File: src/rtl/fsg_pkg.sv
// fsg_pkg: shared types, codes and tables of the four-channel sound generator.
// No dependencies; imported by every module of the block but fsg_ram.
package fsg_pkg;

   localparam int WaveBytes        = 16;
   localparam int WaveAw           = $clog2(WaveBytes);
   localparam int SeqPeriodDefault = 8192;
   localparam int QueueDepth       = 2;

   // opcode field codes
   localparam logic [1:0] OP_TICK  = 2'd0;
   localparam logic [1:0] OP_WRITE = 2'd1;
   localparam logic [1:0] OP_READ  = 2'd2;

   // register offsets (address minus base)
   localparam logic [5:0] OFS_SWEEP  = 6'h00;
   localparam logic [5:0] OFS_LD1    = 6'h01;
   localparam logic [5:0] OFS_ENV1   = 6'h02;
   localparam logic [5:0] OFS_FLO1   = 6'h03;
   localparam logic [5:0] OFS_FHI1   = 6'h04;
   localparam logic [5:0] OFS_LD2    = 6'h06;
   localparam logic [5:0] OFS_ENV2   = 6'h07;
   localparam logic [5:0] OFS_FLO2   = 6'h08;
   localparam logic [5:0] OFS_FHI2   = 6'h09;
   localparam logic [5:0] OFS_DAC3   = 6'h0A;
   localparam logic [5:0] OFS_LEN3   = 6'h0B;
   localparam logic [5:0] OFS_LVL3   = 6'h0C;
   localparam logic [5:0] OFS_FLO3   = 6'h0D;
   localparam logic [5:0] OFS_FHI3   = 6'h0E;
   localparam logic [5:0] OFS_LEN4   = 6'h10;
   localparam logic [5:0] OFS_ENV4   = 6'h11;
   localparam logic [5:0] OFS_POLY4  = 6'h12;
   localparam logic [5:0] OFS_FHI4   = 6'h13;
   localparam logic [5:0] OFS_MVOL   = 6'h14;
   localparam logic [5:0] OFS_PAN    = 6'h15;
   localparam logic [5:0] OFS_POWER  = 6'h16;
   localparam logic [1:0] OFS_WAVE_HI = 2'b10;

   typedef struct packed {
      logic [1:0] opcode;
      logic [5:0] reg_offset;
      logic [7:0] write_byte;
      logic [5:0] tick_cycles;
   } req_type;

   typedef struct packed {
      logic [7:0]         read_byte;
      logic signed [11:0] left_level;
      logic signed [11:0] right_level;
      logic [3:0]         channel_active;
   } rsp_type;

   typedef enum logic [1:0] {CMD_TICK, CMD_WRITE, CMD_READ, CMD_NOP} cmd_kind_type;

   typedef enum logic [4:0] {
      R_SWEEP, R_LD1, R_ENV1, R_FLO1, R_FHI1, R_LD2, R_ENV2, R_FLO2, R_FHI2,
      R_DAC3, R_LEN3, R_LVL3, R_FLO3, R_FHI3, R_LEN4, R_ENV4, R_POLY4, R_FHI4,
      R_MVOL, R_PAN, R_POWER, R_WAVE, R_NONE
   } reg_sel_type;

   typedef struct packed {
      cmd_kind_type kind;
      reg_sel_type  sel;
      logic [3:0]   wave_idx;
      logic [7:0]   data;
      logic [5:0]   cycles;
   } cmd_type;

   function automatic logic duty_bit(input logic [1:0] sel, input logic [2:0] pos);
      logic [7:0] pat;
      case (sel)
         2'd0:    pat = 8'b1000_0000;
         2'd1:    pat = 8'b1000_0001;
         2'd2:    pat = 8'b1110_0001;
         default: pat = 8'b0111_1110;
      endcase
      return pat[pos];
   endfunction

   function automatic logic [5:0] noise_div(input logic [2:0] code);
      logic [5:0] d;
      case (code)
         3'd0:    d = 6'd4;
         3'd1:    d = 6'd8;
         3'd2:    d = 6'd16;
         3'd3:    d = 6'd24;
         3'd4:    d = 6'd32;
         3'd5:    d = 6'd40;
         3'd6:    d = 6'd48;
         default: d = 6'd56;
      endcase
      return d;
   endfunction

endpackage

File: src/rtl/fsg_ram.sv
// fsg_ram: generic RAM, one write port, two registered read ports.
// No dependencies.
module fsg_ram #(
   parameter int WIDTH = 8,
   parameter int DEPTH = 16
) (
   input  logic                     clock,
   input  logic                     wr_en,
   input  logic [$clog2(DEPTH)-1:0] wr_addr,
   input  logic [WIDTH-1:0]         wr_data,
   input  logic [$clog2(DEPTH)-1:0] rd_addr_a,
   output logic [WIDTH-1:0]         rd_data_a,
   input  logic [$clog2(DEPTH)-1:0] rd_addr_b,
   output logic [WIDTH-1:0]         rd_data_b
);
   logic [WIDTH-1:0] mem_ff [DEPTH];

   always_ff @(posedge clock) begin
      if (wr_en) begin
         mem_ff[wr_addr] <= wr_data;
      end
      rd_data_a <= mem_ff[rd_addr_a];
      rd_data_b <= mem_ff[rd_addr_b];
   end
endmodule

File: src/rtl/fsg_fifo.sv
// fsg_fifo: short command queue between front decoder and back end.
// Depends on fsg_pkg (cmd_type).
module fsg_fifo import fsg_pkg::*; #(
   parameter int DEPTH = QueueDepth
) (
   input  logic    clock,
   input  logic    reset,
   input  logic    push,
   input  cmd_type push_cmd,
   output logic    full,
   input  logic    pop,
   output logic    not_empty,
   output cmd_type head_cmd
);
   localparam int Aw = (DEPTH > 1) ? $clog2(DEPTH) : 1;
   localparam int Cw = $clog2(DEPTH + 1);

   cmd_type        mem_ff [DEPTH];
   logic [Aw-1:0]  wr_ptr_ff, wr_ptr_in, rd_ptr_ff, rd_ptr_in;
   logic [Cw-1:0]  count_ff, count_in;
   logic           do_push, do_pop;

   assign full      = (count_ff == Cw'(DEPTH));
   assign not_empty = (count_ff != '0);
   assign head_cmd  = mem_ff[rd_ptr_ff];
   assign do_push   = push && !full;
   assign do_pop    = pop && not_empty;

   always_comb begin
      wr_ptr_in = wr_ptr_ff;
      rd_ptr_in = rd_ptr_ff;
      count_in  = count_ff;
      if (do_push) begin
         wr_ptr_in = (wr_ptr_ff == Aw'(DEPTH - 1)) ? '0 : wr_ptr_ff + 1'b1;
      end
      if (do_pop) begin
         rd_ptr_in = (rd_ptr_ff == Aw'(DEPTH - 1)) ? '0 : rd_ptr_ff + 1'b1;
      end
      if (do_push && !do_pop) begin
         count_in = count_ff + 1'b1;
      end else if (do_pop && !do_push) begin
         count_in = count_ff - 1'b1;
      end
   end

   always_ff @(posedge clock) begin
      if (do_push) begin
         mem_ff[wr_ptr_ff] <= push_cmd;
      end
      if (reset) begin
         wr_ptr_ff <= '0;
         rd_ptr_ff <= '0;
         count_ff  <= '0;
      end else begin
         wr_ptr_ff <= wr_ptr_in;
         rd_ptr_ff <= rd_ptr_in;
         count_ff  <= count_in;
      end
   end
endmodule

File: src/rtl/fsg_front.sv
// fsg_front: accepts request items, decodes opcode and register offset, queues them.
// Depends on fsg_pkg and fsg_fifo.
module fsg_front import fsg_pkg::*; (
   input  logic    clock,
   input  logic    reset,
   input  logic    req_valid,
   output logic    req_ready,
   input  req_type req_data,
   output logic    q_valid,
   input  logic    q_pop,
   output cmd_type q_cmd
);
   cmd_type dec_cmd;
   logic    q_full;

   always_comb begin
      dec_cmd.wave_idx = req_data.reg_offset[3:0];
      dec_cmd.data     = req_data.write_byte;
      dec_cmd.cycles   = req_data.tick_cycles;
      unique case (req_data.opcode)
         OP_TICK:  dec_cmd.kind = CMD_TICK;
         OP_WRITE: dec_cmd.kind = CMD_WRITE;
         OP_READ:  dec_cmd.kind = CMD_READ;
         default:  dec_cmd.kind = CMD_NOP;
      endcase
      unique case (req_data.reg_offset)
         OFS_SWEEP: dec_cmd.sel = R_SWEEP;
         OFS_LD1:   dec_cmd.sel = R_LD1;
         OFS_ENV1:  dec_cmd.sel = R_ENV1;
         OFS_FLO1:  dec_cmd.sel = R_FLO1;
         OFS_FHI1:  dec_cmd.sel = R_FHI1;
         OFS_LD2:   dec_cmd.sel = R_LD2;
         OFS_ENV2:  dec_cmd.sel = R_ENV2;
         OFS_FLO2:  dec_cmd.sel = R_FLO2;
         OFS_FHI2:  dec_cmd.sel = R_FHI2;
         OFS_DAC3:  dec_cmd.sel = R_DAC3;
         OFS_LEN3:  dec_cmd.sel = R_LEN3;
         OFS_LVL3:  dec_cmd.sel = R_LVL3;
         OFS_FLO3:  dec_cmd.sel = R_FLO3;
         OFS_FHI3:  dec_cmd.sel = R_FHI3;
         OFS_LEN4:  dec_cmd.sel = R_LEN4;
         OFS_ENV4:  dec_cmd.sel = R_ENV4;
         OFS_POLY4: dec_cmd.sel = R_POLY4;
         OFS_FHI4:  dec_cmd.sel = R_FHI4;
         OFS_MVOL:  dec_cmd.sel = R_MVOL;
         OFS_PAN:   dec_cmd.sel = R_PAN;
         OFS_POWER: dec_cmd.sel = R_POWER;
         default:   dec_cmd.sel = (req_data.reg_offset[5:4] == OFS_WAVE_HI) ? R_WAVE : R_NONE;
      endcase
   end

   fsg_fifo #(.DEPTH(QueueDepth)) u_queue (
      .clock     (clock),
      .reset     (reset),
      .push      (req_valid),
      .push_cmd  (dec_cmd),
      .full      (q_full),
      .pop       (q_pop),
      .not_empty (q_valid),
      .head_cmd  (q_cmd)
   );

   assign req_ready = !q_full;
endmodule

File: src/rtl/fsg_core.sv
// fsg_core: back end. Executes queued commands on channel state, runs the frame
// sequencer and timer catch-up, mixes and holds the result. Depends on fsg_pkg, fsg_ram.
module fsg_core import fsg_pkg::*; #(
   parameter int SEQ_PERIOD = SeqPeriodDefault
) (
   input  logic    clock,
   input  logic    reset,
   input  logic    q_valid,
   input  cmd_type q_cmd,
   output logic    q_pop,
   output logic    rsp_valid,
   input  logic    rsp_ready,
   output rsp_type rsp_data
);
   localparam int SeqW = $clog2(SEQ_PERIOD);

   typedef enum logic [2:0] {ST_IDLE, ST_EXEC, ST_SUB, ST_CATCH, ST_WAIT, ST_MIX} state_type;

   state_type state_ff, state_in;
   cmd_type   cmd_ff, cmd_in;
   logic      rsp_valid_ff, rsp_valid_in;
   rsp_type   rsp_data_ff, rsp_data_in;

   logic              power_ff, power_in;
   logic [SeqW-1:0]   seq_cnt_ff, seq_cnt_in;
   logic [2:0]        seq_step_ff, seq_step_in;
   logic [3:0]        en_ff, en_in, dac_ff, dac_in, len_en_ff, len_en_in;
   logic [8:0]        len_ff [4];
   logic [8:0]        len_in [4];
   logic signed [21:0] timer_ff [4];
   logic signed [21:0] timer_in [4];
   logic [10:0]       freq_ff [3];
   logic [10:0]       freq_in [3];
   logic [3:0]        vol_ff [3];
   logic [3:0]        vol_in [3];
   logic [3:0]        estart_ff [3];
   logic [3:0]        estart_in [3];
   logic [2:0]        eup_ff, eup_in;
   logic [2:0]        eper_ff [3];
   logic [2:0]        eper_in [3];
   logic [2:0]        etmr_ff [3];
   logic [2:0]        etmr_in [3];
   logic [1:0]        duty_ff [2];
   logic [1:0]        duty_in [2];
   logic [2:0]        dpos_ff [2];
   logic [2:0]        dpos_in [2];
   logic [6:0]        sweep_bits_ff, sweep_bits_in;
   logic [11:0]       shadow_ff, shadow_in;
   logic [3:0]        sweep_tmr_ff, sweep_tmr_in;
   logic              sweep_on_ff, sweep_on_in;
   logic [4:0]        wpos_ff, wpos_in;
   logic [1:0]        wlvl_ff, wlvl_in;
   logic [7:0]        nctrl_ff, nctrl_in;
   logic [14:0]       lfsr_ff, lfsr_in;
   logic [7:0]        pan_ff, pan_in;
   logic [5:0]        mvol_ff, mvol_in;

   // wave RAM: valid bits stand in for the power-up contents (byte i = i * 0x11)
   logic [WaveBytes-1:0] wvalid_ff, wvalid_in;
   logic                 ram_we;
   logic [7:0]           ram_a, ram_b;
   logic                 va_ff, vb_ff;
   logic [WaveAw-1:0]    aa_ff, ab_ff;
   logic [7:0]           wave_a, wave_b;

   logic [20:0] per_ch [4];

   function automatic logic [11:0] sweep_calc(input logic [11:0] sh, input logic [6:0] bits);
      logic [11:0] d;
      d = sh >> bits[2:0];
      return bits[3] ? sh - d : sh + d;
   endfunction

   function automatic logic [20:0] tone_period(input logic [10:0] f, input logic is_wave);
      logic [11:0] d;
      d = 12'd2048 - {1'b0, f};
      return is_wave ? {8'b0, d, 1'b0} : {7'b0, d, 2'b0};
   endfunction

   function automatic logic [20:0] noise_period(input logic [7:0] ctrl);
      return {15'b0, noise_div(ctrl[2:0])} << ctrl[7:4];
   endfunction

   function automatic logic [14:0] lfsr_step(input logic [14:0] l, input logic narrow);
      logic        b;
      logic [14:0] n;
      b = l[0] ^ l[1];
      n = {b, l[14:1]};
      if (narrow) begin
         n[6] = b;
      end
      return n;
   endfunction

   assign per_ch[0] = tone_period(freq_ff[0], 1'b0);
   assign per_ch[1] = tone_period(freq_ff[1], 1'b0);
   assign per_ch[2] = tone_period(freq_ff[2], 1'b1);
   assign per_ch[3] = noise_period(nctrl_ff);

   fsg_ram #(.WIDTH(8), .DEPTH(WaveBytes)) u_wave (
      .clock     (clock),
      .wr_en     (ram_we),
      .wr_addr   (cmd_ff.wave_idx),
      .wr_data   (cmd_ff.data),
      .rd_addr_a (cmd_ff.wave_idx),
      .rd_data_a (ram_a),
      .rd_addr_b (wpos_ff[4:1]),
      .rd_data_b (ram_b)
   );

   assign wave_a = va_ff ? ram_a : {aa_ff, aa_ff};
   assign wave_b = vb_ff ? ram_b : {ab_ff, ab_ff};

   // mix
   logic signed [8:0]  ch_out [4];
   logic signed [8:0]  sum_l, sum_r;
   logic signed [6:0]  wdiff;
   logic [3:0]         wsamp;
   logic signed [4:0]  gain_l, gain_r;
   logic signed [13:0] prod_l, prod_r;
   logic [7:0]         rd_byte;

   always_comb begin
      for (int c = 0; c < 2; c++) begin
         if (en_ff[c] && dac_ff[c]) begin
            ch_out[c] = duty_bit(duty_ff[c], dpos_ff[c]) ? $signed({3'b0, vol_ff[c], 2'b0})
                                                        : -$signed({3'b0, vol_ff[c], 2'b0});
         end else begin
            ch_out[c] = '0;
         end
      end
      wsamp = wpos_ff[0] ? wave_b[3:0] : wave_b[7:4];
      wdiff = $signed({2'b0, wsamp, 1'b0}) - 7'sd15;
      if (en_ff[2] && dac_ff[2]) begin
         case (wlvl_ff)
            2'd1:    ch_out[2] = 9'(wdiff <<< 2);
            2'd2:    ch_out[2] = 9'(wdiff <<< 1);
            2'd3:    ch_out[2] = 9'(wdiff);
            default: ch_out[2] = '0;
         endcase
      end else begin
         ch_out[2] = '0;
      end
      if (en_ff[3] && dac_ff[3]) begin
         ch_out[3] = lfsr_ff[0] ? -$signed({3'b0, vol_ff[2], 2'b0})
                                : $signed({3'b0, vol_ff[2], 2'b0});
      end else begin
         ch_out[3] = '0;
      end
      sum_l = '0;
      sum_r = '0;
      for (int c = 0; c < 4; c++) begin
         if (pan_ff[4 + c]) sum_l = sum_l + ch_out[c];
         if (pan_ff[c])     sum_r = sum_r + ch_out[c];
      end
      gain_l = $signed({1'b0, 4'({1'b0, mvol_ff[5:3]} + 4'd1)});
      gain_r = $signed({1'b0, 4'({1'b0, mvol_ff[2:0]} + 4'd1)});
      prod_l = sum_l * gain_l;
      prod_r = sum_r * gain_r;
   end

   // register read data
   always_comb begin
      unique case (cmd_ff.sel)
         R_SWEEP: rd_byte = {1'b1, sweep_bits_ff};
         R_LD1:   rd_byte = {duty_ff[0], 6'h3F};
         R_ENV1:  rd_byte = {estart_ff[0], eup_ff[0], eper_ff[0]};
         R_FHI1:  rd_byte = {1'b1, len_en_ff[0], 6'h3F};
         R_LD2:   rd_byte = {duty_ff[1], 6'h3F};
         R_ENV2:  rd_byte = {estart_ff[1], eup_ff[1], eper_ff[1]};
         R_FHI2:  rd_byte = {1'b1, len_en_ff[1], 6'h3F};
         R_DAC3:  rd_byte = {dac_ff[2], 7'h7F};
         R_LVL3:  rd_byte = {1'b1, wlvl_ff, 5'h1F};
         R_FHI3:  rd_byte = {1'b1, len_en_ff[2], 6'h3F};
         R_ENV4:  rd_byte = {estart_ff[2], eup_ff[2], eper_ff[2]};
         R_POLY4: rd_byte = nctrl_ff;
         R_FHI4:  rd_byte = {1'b1, len_en_ff[3], 6'h3F};
         R_MVOL:  rd_byte = {1'b0, mvol_ff[5:3], 1'b0, mvol_ff[2:0]};
         R_PAN:   rd_byte = pan_ff;
         R_POWER: rd_byte = {power_ff, 3'b111, en_ff};
         R_WAVE:  rd_byte = wave_a;
         default: rd_byte = 8'hFF;
      endcase
   end

   // next state
   always_comb begin
      logic [SeqW:0] seq_sum;
      logic          seq_fire;
      logic [2:0]    sw_per, tp;
      logic [11:0]   sw_n, sw_n2;
      logic [2:0]    et;
      logic          do_trig;
      logic [1:0]    trig_c;
      logic [7:0]    v;
      logic [3:0]    expired;

      state_in      = state_ff;
      cmd_in        = cmd_ff;
      rsp_valid_in  = rsp_valid_ff && !rsp_ready;
      rsp_data_in   = rsp_data_ff;
      power_in      = power_ff;
      seq_cnt_in    = seq_cnt_ff;
      seq_step_in   = seq_step_ff;
      en_in         = en_ff;
      dac_in        = dac_ff;
      len_en_in     = len_en_ff;
      len_in        = len_ff;
      timer_in      = timer_ff;
      freq_in       = freq_ff;
      vol_in        = vol_ff;
      estart_in     = estart_ff;
      eup_in        = eup_ff;
      eper_in       = eper_ff;
      etmr_in       = etmr_ff;
      duty_in       = duty_ff;
      dpos_in       = dpos_ff;
      sweep_bits_in = sweep_bits_ff;
      shadow_in     = shadow_ff;
      sweep_tmr_in  = sweep_tmr_ff;
      sweep_on_in   = sweep_on_ff;
      wpos_in       = wpos_ff;
      wlvl_in       = wlvl_ff;
      nctrl_in      = nctrl_ff;
      lfsr_in       = lfsr_ff;
      pan_in        = pan_ff;
      mvol_in       = mvol_ff;
      wvalid_in     = wvalid_ff;
      q_pop         = 1'b0;
      ram_we        = 1'b0;
      seq_sum       = '0;
      seq_fire      = 1'b0;
      sw_per        = '0;
      tp            = '0;
      sw_n          = '0;
      sw_n2         = '0;
      et            = '0;
      do_trig       = 1'b0;
      trig_c        = '0;
      v             = cmd_ff.data;
      expired       = '0;

      unique case (state_ff)
         ST_IDLE: begin
            if (q_valid) begin
               q_pop    = 1'b1;
               cmd_in   = q_cmd;
               state_in = ST_EXEC;
            end
         end

         ST_EXEC: begin
            state_in = ST_WAIT;
            case (cmd_ff.kind)
               CMD_TICK: begin
                  if (power_ff) begin
                     state_in = ST_SUB;
                     seq_sum = {1'b0, seq_cnt_ff} + (SeqW + 1)'(cmd_ff.cycles);
                     if (seq_sum >= (SeqW + 1)'(SEQ_PERIOD)) begin
                        seq_sum  = seq_sum - (SeqW + 1)'(SEQ_PERIOD);
                        seq_fire = 1'b1;
                     end
                     seq_cnt_in = seq_sum[SeqW-1:0];
                     if (seq_fire) begin
                        // length on even steps
                        if (!seq_step_ff[0]) begin
                           for (int c = 0; c < 4; c++) begin
                              if (len_en_ff[c] && len_ff[c] != '0) begin
                                 len_in[c] = len_ff[c] - 1'b1;
                                 if (len_ff[c] == 9'd1) en_in[c] = 1'b0;
                              end
                           end
                        end
                        // sweep on steps 2 and 6
                        if (seq_step_ff == 3'd2 || seq_step_ff == 3'd6) begin
                           sw_per = sweep_bits_ff[6:4];
                           if (sweep_tmr_in != '0) sweep_tmr_in = sweep_tmr_in - 1'b1;
                           if (sweep_tmr_in == '0) begin
                              sweep_tmr_in = (sw_per != '0) ? {1'b0, sw_per} : 4'd8;
                              if (sweep_on_ff && sw_per != '0) begin
                                 sw_n = sweep_calc(shadow_ff, sweep_bits_ff);
                                 if (sw_n[11]) begin
                                    en_in[0] = 1'b0;
                                 end else if (sweep_bits_ff[2:0] != '0) begin
                                    freq_in[0] = sw_n[10:0];
                                    shadow_in  = sw_n;
                                    sw_n2 = sweep_calc(sw_n, sweep_bits_ff);
                                    if (sw_n2[11]) en_in[0] = 1'b0;
                                 end
                              end
                           end
                        end
                        // envelope on step 7
                        if (seq_step_ff == 3'd7) begin
                           for (int e = 0; e < 3; e++) begin
                              if (eper_ff[e] != '0) begin
                                 et = etmr_ff[e];
                                 if (et != '0) et = et - 1'b1;
                                 if (et == '0) begin
                                    et = eper_ff[e];
                                    if (eup_ff[e] && vol_ff[e] != 4'd15) begin
                                       vol_in[e] = vol_ff[e] + 1'b1;
                                    end else if (!eup_ff[e] && vol_ff[e] != 4'd0) begin
                                       vol_in[e] = vol_ff[e] - 1'b1;
                                    end
                                 end
                                 etmr_in[e] = et;
                              end
                           end
                        end
                        seq_step_in = seq_step_ff + 1'b1;
                     end
                  end
               end

               CMD_WRITE: begin
                  if (power_ff || cmd_ff.sel == R_POWER) begin
                     unique case (cmd_ff.sel)
                        R_SWEEP: sweep_bits_in = v[6:0];
                        R_LD1: begin
                           duty_in[0] = v[7:6];
                           len_in[0]  = 9'd64 - {3'b0, v[5:0]};
                        end
                        R_ENV1, R_ENV2, R_ENV4: begin
                           tp = (cmd_ff.sel == R_ENV1) ? 3'd0 :
                                (cmd_ff.sel == R_ENV2) ? 3'd1 : 3'd2;
                           estart_in[tp[1:0]] = v[7:4];
                           eup_in[tp[1:0]]    = v[3];
                           eper_in[tp[1:0]]   = v[2:0];
                           trig_c = (cmd_ff.sel == R_ENV4) ? 2'd3 : tp[1:0];
                           dac_in[trig_c] = (v[7:3] != '0);
                           if (v[7:3] == '0) en_in[trig_c] = 1'b0;
                           trig_c = '0;
                        end
                        R_FLO1: freq_in[0][7:0] = v;
                        R_FLO2: freq_in[1][7:0] = v;
                        R_FLO3: freq_in[2][7:0] = v;
                        R_FHI1, R_FHI2, R_FHI3, R_FHI4: begin
                           trig_c = (cmd_ff.sel == R_FHI1) ? 2'd0 :
                                    (cmd_ff.sel == R_FHI2) ? 2'd1 :
                                    (cmd_ff.sel == R_FHI3) ? 2'd2 : 2'd3;
                           if (trig_c != 2'd3) freq_in[trig_c][10:8] = v[2:0];
                           len_en_in[trig_c] = v[6];
                           do_trig = v[7];
                        end
                        R_LD2: begin
                           duty_in[1] = v[7:6];
                           len_in[1]  = 9'd64 - {3'b0, v[5:0]};
                        end
                        R_DAC3: begin
                           dac_in[2] = v[7];
                           if (!v[7]) en_in[2] = 1'b0;
                        end
                        R_LEN3:  len_in[2] = 9'd256 - {1'b0, v};
                        R_LVL3:  wlvl_in = v[6:5];
                        R_LEN4:  len_in[3] = 9'd64 - {3'b0, v[5:0]};
                        R_POLY4: nctrl_in = v;
                        R_MVOL:  mvol_in = {v[6:4], v[2:0]};
                        R_PAN:   pan_in = v;
                        R_POWER: begin
                           if (!v[7]) begin
                              // power off: everything but wave RAM and sequencer
                              en_in = '0; dac_in = '0; len_en_in = '0; eup_in = '0;
                              for (int c = 0; c < 4; c++) begin
                                 len_in[c]   = '0;
                                 timer_in[c] = '0;
                              end
                              for (int e = 0; e < 3; e++) begin
                                 freq_in[e] = '0; vol_in[e] = '0; estart_in[e] = '0;
                                 eper_in[e] = '0; etmr_in[e] = '0;
                              end
                              for (int c = 0; c < 2; c++) begin
                                 duty_in[c] = '0;
                                 dpos_in[c] = '0;
                              end
                              sweep_bits_in = '0; shadow_in = '0; sweep_tmr_in = '0;
                              sweep_on_in = 1'b0; wpos_in = '0; wlvl_in = '0;
                              nctrl_in = '0; lfsr_in = '0; pan_in = '0; mvol_in = '0;
                              power_in = 1'b0;
                           end else if (!power_ff) begin
                              power_in    = 1'b1;
                              seq_step_in = '0;
                           end
                        end
                        R_WAVE: begin
                           ram_we = 1'b1;
                           wvalid_in[cmd_ff.wave_idx] = 1'b1;
                        end
                        default: ;
                     endcase

                     if (do_trig) begin
                        en_in[trig_c] = dac_in[trig_c];
                        if (len_in[trig_c] == '0) begin
                           len_in[trig_c] = (trig_c == 2'd2) ? 9'd256 : 9'd64;
                        end
                        case (trig_c)
                           2'd0, 2'd1: begin
                              timer_in[trig_c] =
                                 $signed({1'b0, tone_period(freq_in[trig_c], 1'b0)});
                              vol_in[trig_c]  = estart_in[trig_c];
                              etmr_in[trig_c] = eper_in[trig_c];
                           end
                           2'd2: begin
                              timer_in[2] = $signed({1'b0, tone_period(freq_in[2], 1'b1)});
                              wpos_in     = '0;
                           end
                           default: begin
                              timer_in[3] = $signed({1'b0, noise_period(nctrl_in)});
                              vol_in[2]   = estart_in[2];
                              etmr_in[2]  = eper_in[2];
                              lfsr_in     = 15'h7FFF;
                           end
                        endcase
                        if (trig_c == 2'd0) begin
                           sw_per       = sweep_bits_in[6:4];
                           shadow_in    = {1'b0, freq_in[0]};
                           sweep_tmr_in = (sw_per != '0) ? {1'b0, sw_per} : 4'd8;
                           sweep_on_in  = (sw_per != '0) || (sweep_bits_in[2:0] != '0);
                           if (sweep_bits_in[2:0] != '0) begin
                              sw_n = sweep_calc({1'b0, freq_in[0]}, sweep_bits_in);
                              if (sw_n[11]) en_in[0] = 1'b0;
                           end
                        end
                     end
                  end
               end

               default: ;
            endcase
         end

         ST_SUB: begin
            for (int c = 0; c < 4; c++) begin
               if (en_ff[c]) timer_in[c] = timer_ff[c] - $signed({16'b0, cmd_ff.cycles});
            end
            state_in = ST_CATCH;
         end

         // one missed period per cycle on every channel still behind
         ST_CATCH: begin
            for (int c = 0; c < 4; c++) begin
               expired[c] = en_ff[c] && (timer_ff[c][21] || timer_ff[c] == '0);
            end
            if (expired == '0) begin
               state_in = ST_WAIT;
            end else begin
               for (int c = 0; c < 4; c++) begin
                  if (expired[c]) timer_in[c] = timer_ff[c] + $signed({1'b0, per_ch[c]});
               end
               if (expired[0]) dpos_in[0] = dpos_ff[0] + 1'b1;
               if (expired[1]) dpos_in[1] = dpos_ff[1] + 1'b1;
               if (expired[2]) wpos_in = wpos_ff + 1'b1;
               if (expired[3]) lfsr_in = lfsr_step(lfsr_ff, nctrl_ff[3]);
            end
         end

         ST_WAIT: state_in = ST_MIX;

         ST_MIX: begin
            if (!rsp_valid_ff || rsp_ready) begin
               rsp_valid_in               = 1'b1;
               rsp_data_in.read_byte      = (cmd_ff.kind == CMD_READ) ? rd_byte : 8'h00;
               rsp_data_in.left_level     = prod_l[11:0];
               rsp_data_in.right_level    = prod_r[11:0];
               rsp_data_in.channel_active = en_ff;
               state_in                   = ST_IDLE;
            end
         end

         default: state_in = ST_IDLE;
      endcase
   end

   always_ff @(posedge clock) begin
      cmd_ff      <= cmd_in;
      rsp_data_ff <= rsp_data_in;
      va_ff       <= wvalid_ff[cmd_ff.wave_idx];
      vb_ff       <= wvalid_ff[wpos_ff[4:1]];
      aa_ff       <= cmd_ff.wave_idx;
      ab_ff       <= wpos_ff[4:1];
      if (reset) begin
         state_ff      <= ST_IDLE;
         rsp_valid_ff  <= 1'b0;
         power_ff      <= 1'b0;
         seq_cnt_ff    <= '0;
         seq_step_ff   <= '0;
         en_ff         <= '0;
         dac_ff        <= '0;
         len_en_ff     <= '0;
         eup_ff        <= '0;
         for (int c = 0; c < 4; c++) begin
            len_ff[c]   <= '0;
            timer_ff[c] <= '0;
         end
         for (int e = 0; e < 3; e++) begin
            freq_ff[e]   <= '0;
            vol_ff[e]    <= '0;
            estart_ff[e] <= '0;
            eper_ff[e]   <= '0;
            etmr_ff[e]   <= '0;
         end
         for (int c = 0; c < 2; c++) begin
            duty_ff[c] <= '0;
            dpos_ff[c] <= '0;
         end
         sweep_bits_ff <= '0;
         shadow_ff     <= '0;
         sweep_tmr_ff  <= '0;
         sweep_on_ff   <= 1'b0;
         wpos_ff       <= '0;
         wlvl_ff       <= '0;
         nctrl_ff      <= '0;
         lfsr_ff       <= 15'h7FFF;
         pan_ff        <= '0;
         mvol_ff       <= '0;
         wvalid_ff     <= '0;
      end else begin
         state_ff      <= state_in;
         rsp_valid_ff  <= rsp_valid_in;
         power_ff      <= power_in;
         seq_cnt_ff    <= seq_cnt_in;
         seq_step_ff   <= seq_step_in;
         en_ff         <= en_in;
         dac_ff        <= dac_in;
         len_en_ff     <= len_en_in;
         eup_ff        <= eup_in;
         len_ff        <= len_in;
         timer_ff      <= timer_in;
         freq_ff       <= freq_in;
         vol_ff        <= vol_in;
         estart_ff     <= estart_in;
         eper_ff       <= eper_in;
         etmr_ff       <= etmr_in;
         duty_ff       <= duty_in;
         dpos_ff       <= dpos_in;
         sweep_bits_ff <= sweep_bits_in;
         shadow_ff     <= shadow_in;
         sweep_tmr_ff  <= sweep_tmr_in;
         sweep_on_ff   <= sweep_on_in;
         wpos_ff       <= wpos_in;
         wlvl_ff       <= wlvl_in;
         nctrl_ff      <= nctrl_in;
         lfsr_ff       <= lfsr_in;
         pan_ff        <= pan_in;
         mvol_ff       <= mvol_in;
         wvalid_ff     <= wvalid_in;
      end
   end

   assign rsp_valid = rsp_valid_ff;
   assign rsp_data  = rsp_data_ff;
endmodule

File: src/rtl/four_channel_sound_generator_unit.sv
// Four-channel sound generator top level: front decoder/queue plus back end.
// Depends on fsg_pkg, fsg_front, fsg_core.
//
// Usage: one request item per bus access or tick (opcode tick / write / read,
// register offset, write byte, tick cycles). Every request gives exactly one
// response item: read data (0 unless a read), left and right mix levels and the
// enabled flags of the four channels, all as they stand after the request.
// A write, read or other opcode, or a tick with power off, passes the back
// end's execute, wait and mix states; a tick with power on passes execute,
// subtract, then the catch-up state, which repeats while any channel still
// has a missed timer period, then wait and mix. The back end takes one
// command at a time and pops the next only when it is back in idle.
// A two-entry command queue sits between request port and back end, so
// requests are taken while a finished response waits in the output register.
// When the receiver stalls, the response holds and the back end waits in its
// mix state; the queue fills and req_ready drops.
// Reset: power off, all channel state zero, noise LFSR all ones, wave RAM
// reads as byte i = i * 0x11 until written; no clearing pass.
module four_channel_sound_generator_unit import fsg_pkg::*; #(
   parameter int SEQ_PERIOD = SeqPeriodDefault
) (
   input  logic    clock,
   input  logic    reset,
   input  logic    req_valid,
   output logic    req_ready,
   input  req_type req_data,
   output logic    rsp_valid,
   input  logic    rsp_ready,
   output rsp_type rsp_data
);
   logic    q_valid;
   logic    q_pop;
   cmd_type q_cmd;

   // front: decode and queue
   fsg_front u_front (
      .clock     (clock),
      .reset     (reset),
      .req_valid (req_valid),
      .req_ready (req_ready),
      .req_data  (req_data),
      .q_valid   (q_valid),
      .q_pop     (q_pop),
      .q_cmd     (q_cmd)
   );

   // back: execute, sequencer, catch-up, mix, output register
   fsg_core #(.SEQ_PERIOD(SEQ_PERIOD)) u_core (
      .clock     (clock),
      .reset     (reset),
      .q_valid   (q_valid),
      .q_cmd     (q_cmd),
      .q_pop     (q_pop),
      .rsp_valid (rsp_valid),
      .rsp_ready (rsp_ready),
      .rsp_data  (rsp_data)
   );
endmodule

File: config.mk
export PLATFORM = sky130hd
export DESIGN_NAME = four_channel_sound_generator_unit
export DESIGN_NICKNAME = d
export VERILOG_FILES = /design/src/rtl/fsg_pkg.sv /design/src/rtl/fsg_ram.sv /design/src/rtl/fsg_fifo.sv /design/src/rtl/fsg_front.sv /design/src/rtl/fsg_core.sv /design/src/rtl/four_channel_sound_generator_unit.sv
export SDC_FILE = /design/constraint.sdc
export NUM_CORES = 2
export LEC_CHECK = 0
export BUFFER_PORTS_ARGS = -buffer_cell sky130_fd_sc_hd__buf_2
export CORE_AREA = 8 8 315 317
export DETAILED_ROUTE_END_ITERATION = 8
export DIE_AREA = 0 0 323 325
export GPL_ROUTABILITY_DRIVEN = 0
export SLEW_MARGIN = 10
export SYNTH_ARGS = -nofsm -noshare
export SYNTH_HDL_FRONTEND = slang
export SYNTH_SLANG_ARGS = --single-unit
File: constraint.sdc
create_clock -name clock -period 11.31 [get_ports clock]
set_clock_uncertainty 0.05 [all_clocks]
set_input_delay 0.5655 -clock clock [delete_from_list [all_inputs] [get_ports clock]]
set_output_delay 0.5655 -clock clock [all_outputs]
set_load 0.01 [all_outputs]
==> flow_metrics.py <==
metrics = {
    "outcome": {
        "status": "finished clean",
    },
    "clocking": {
        "cts-root-buf": "clkbuf_16",
        "hold_buffers": 0,
        "htree_levels": 3,
        "cts_setup_buffers": 0,
        "insertion_delay_ns": 0.67,
        "clock_sinks": 598,
        "cts_resized": 0,
        "path_clk_slew_ns": 0.06,
        "clockBufferDepth": 3,
        "cts_buffers": 73,
        "cts_tree": "yes",
    },
    "sta": {
        "fin_crit_ns": 7.99,
        "grt_setup_unrepaired": "no",
        "max_freq_mhz": 125,
        "setup_viol": 0,
        "hold_violations": 0,
        "slew_headroom_pct": 18.2,
        "fin_crit_sh_pct": 70.7,
        "drv_slew": 0,
        "worst_pin_slew_ns": 1.23,
        "setup_tns_ns": 0,
    },
    "yosys": {
        "yosys_register_bits": 598,
        "synthFlopType": "dfxtp_1",
        "syn_nets": 5408,
        "synth_edf_count": 239,
        "ys_warn_count": 0,
        "syn_area_um2": 43800,
        "syn_inst": 5088,
        "postSynthAreaPerCell_um2": 8.61,
        "synth_cell_types": 105,
        "synth_async_sr_flop_share_pct": 0,
        "ys_seq_area_share_pct": 32.8,
    },
    "floorplan": {
        "floorplan.initialDensity_pct": 46.5,
        "fp.dieW_um": 323,
        "floorplan.core_area_um2": 94200,
        "rows": 113,
        "dieArea_um2": 105000,
        "die_h_um": 325,
        "ios": 64,
    },
    "power_and_ir_drop": {
        "p_leak_uw": 0.0178,
        "peakVddDrop_mv": 0.151,
        "p_total_uw": 10100,
        "p_per_area_nw_per_um2": 212,
    },
    "route": {
        "via_per_inst": 6.35,
        "routed_wl_um": 146000,
        "drc": 0,
        "drtIter0Drc": 4362,
        "drtPass1Iterations": 8,
        "postRouteAntennaNets": 0,
        "routed-via-count": 40100,
        "wl_per_cell_um": 23.1,
    },
    "cells_and_area": {
        "final_cell_area_um2": 47600,
        "nFillCells": 8942,
        "layout-drive-gt1-share_pct": 9.41,
        "area_growth_pct": 8.76,
        "fin_nets": 5308,
    },
    "global_route": {
        "grt_pass1_vias": 37200,
        "grt_use_met1_pct": 35.7,
        "antenna_found_initial": 2,
        "grt-busiest-layer": "met2",
        "track_usage_pct": 26.7,
        "grt_max_degree": 96,
        "use_met2_pct": 41.5,
        "grt_use_met3_pct": 5.34,
        "overflow": 0,
        "grt_first_pass_wirelength_um": 222000,
    },
    "setup_path": {
        "start_kind": "flip-flop",
        "cpPeakStageDelay_ns": 0.54,
        "endpoint_kind": "flip-flop",
        "cp_top_family": "compound AO/OA/AOI/OAI gates",
        "crit_top_cell": "o21ai_1",
        "crit_fanout": 29,
        "critPathKind": "reg -> reg",
        "cp_slowest_cell": "clkinv_1",
        "arrival_ns": 8.48,
        "cp.required_ns": 11.80,
        "cp_num_buf_inv": 3,
    },
    "flow_run": {
        "cap_violations": 0,
    },
    "place": {
        "io_buffers": 63,
        "placed_area_um2": 45100,
        "dp_hpwl_um": 104000,
    },
    "min_path": {
        "hp-class": "in -> reg",
    },
}
## Yosys cell counts (51+ instances only)
master	instances	area share, %
mux2_2	58	1.5
a211oi_1	58	0.99
o21ai_0	284	3.2
inv_1	235	2.0
a21oi_1	372	4.3
or3_1	51	0.73
mux2i_1	67	1.5
nand3_1	141	1.6
edfxtp_1	239	16
dfxtp_1	359	16
a21o_1	67	1.1
xor2_1	85	1.7
xnor2_1	136	2.7
ha_1	244	7.0
clkbuf_1	260	2.2
a22oi_1	142	2.4
nor3_1	142	1.6
mux4_2	94	4.8
nor2_1	651	5.6
a31oi_1	53	0.76
nand2_1	381	3.3
## metal layers
| layer | routed length [um] | part of all wire [%] |
|---|---|---|
| met1 | 61900 | 42 |
| met2 | 65100 | 45 |
| met3 | 12500 | 8.5 |
| met4 | 6680 | 4.6 |
| met5 | 5 | 0.0034 |
## worst register-to-register path, delay by kind of cell (launching register included)
| kind | cells | cell delay, ns |
|---|---|---|
| simple gates | 5 | 1.00 |
| xor+xnor | 4 | 0.79 |
| flops | 1 | 0.44 |
| buf+inv | 3 | 1.17 |
| mux | 1 | 0.51 |
| fa+ha+maj | 2 | 0.72 |
| compound gates | 15 | 3.19 |
## power breakdown
| part | switching, uW | internal, uW |
|---|---|---|
| Clock | 1020 | 1470 |
| Sequential | 264 | 2520 |
| Combinational | 3120 | 1710 |
## flip-flops by register name, indices dropped and copies added (netlist names), 5 cells and up
name                     cells
u_core.cmd_ff               25
u_core.dpos_ff               6
u_core.eper_ff               9
u_core.estart_ff            12
u_core.etmr_ff               9
u_core.freq_ff              33
u_core.len_ff               36
u_core.lfsr_ff              15
u_core.mvol_ff               6
u_core.nctrl_ff              8
u_core.pan_ff                8
u_core.rsp_data             36
u_core.seq_cnt_ff           13
u_core.shadow_ff            12
u_core.sweep_bits_ff         7
u_core.timer_ff             88
u_core.u_wave.mem_ff       128
u_core.u_wave.rd_data_a      8
u_core.u_wave.rd_data_b      8
u_core.vol_ff               12
u_core.wpos_ff               5
u_core.wvalid_ff            16
u_front.u_queue.mem_ff      50
## worst paths after layout
| check | startpoint | endpoint | slack [ns] | depth (start not counted) |
|---|---|---|---|---|
| worst max-delay path | u_core.sweep_bits_ff[0]$_SDFFE_PP0P_ | u_core.en_ff[0]$_SDFFE_PP0P_ | 3.32 | 30 |
| worst min-delay path | req_data[12] | u_front.u_queue.mem_ff[0][12]$_DFFE_PP_ | 0.04 | 1 |
| worst max register to register | u_core.sweep_bits_ff[0]$_SDFFE_PP0P_ | u_core.en_ff[0]$_SDFFE_PP0P_ | 3.32 | 30 |
| worst min register to register | u_core.timer_ff[6]$_SDFFE_PP0P_ | u_core.timer_ff[6]$_SDFFE_PP0P_ | 0.43 | 2 |
## cell type report
type	count	area [um^2]	area share, %
Antenna cell	4	10.0	0.0210
Timing Repair Buffer	142	918	1.93
Tap cell	1265	1580	3.32
Multi-Input combinational cell	3932	27300	57.4
Clock buffer	102	2060	4.32
Sequential cell	598	14400	30.2
Inverter	241	905	1.90
Clock inverter	32	459	0.964
## cells by family after synthesis
group / share of synthesized area, %
multiplexers: 7.86
adder cells (fa/ha/maj): 9.30
flip-flops: 32.8
AND/OR/NAND/NOR: 18.4
XOR/XNOR: 4.57
buffers and inverters: 4.95
AO/OA/AOI/OAI: 22.1
## through the flow
step	setup slack [ns]	hold slack, ns	util (%)	instances
after floorplan	4.12	0.296	-	5088
after global placement	3.42	0.417	47.9	6178
after detailed placement	3.39	0.417	47.9	6178
after CTS	3.37	0.00627	50.6	6312
after global routing	2.75	0.0225	50.6	6312
final	3.32	0.0410	50.6	6316
## cell usage in the layout, fill, tap and decap left out, types with 76 or more instances in the layout
master     count
nor2_1       647
nand2_1      380
a21oi_1      372
dfxtp_1      356
o21ai_0      283
ha_1         244
edfxtp_1     239
inv_1        235
a22oi_1      142
nand3_1      141
nor3_1       137
xnor2_1      136
mux4_2        94
xor2_1        85
buf_4         79
clkbuf_16     76
No activity file was read; power rests on OpenSTA's default activity.
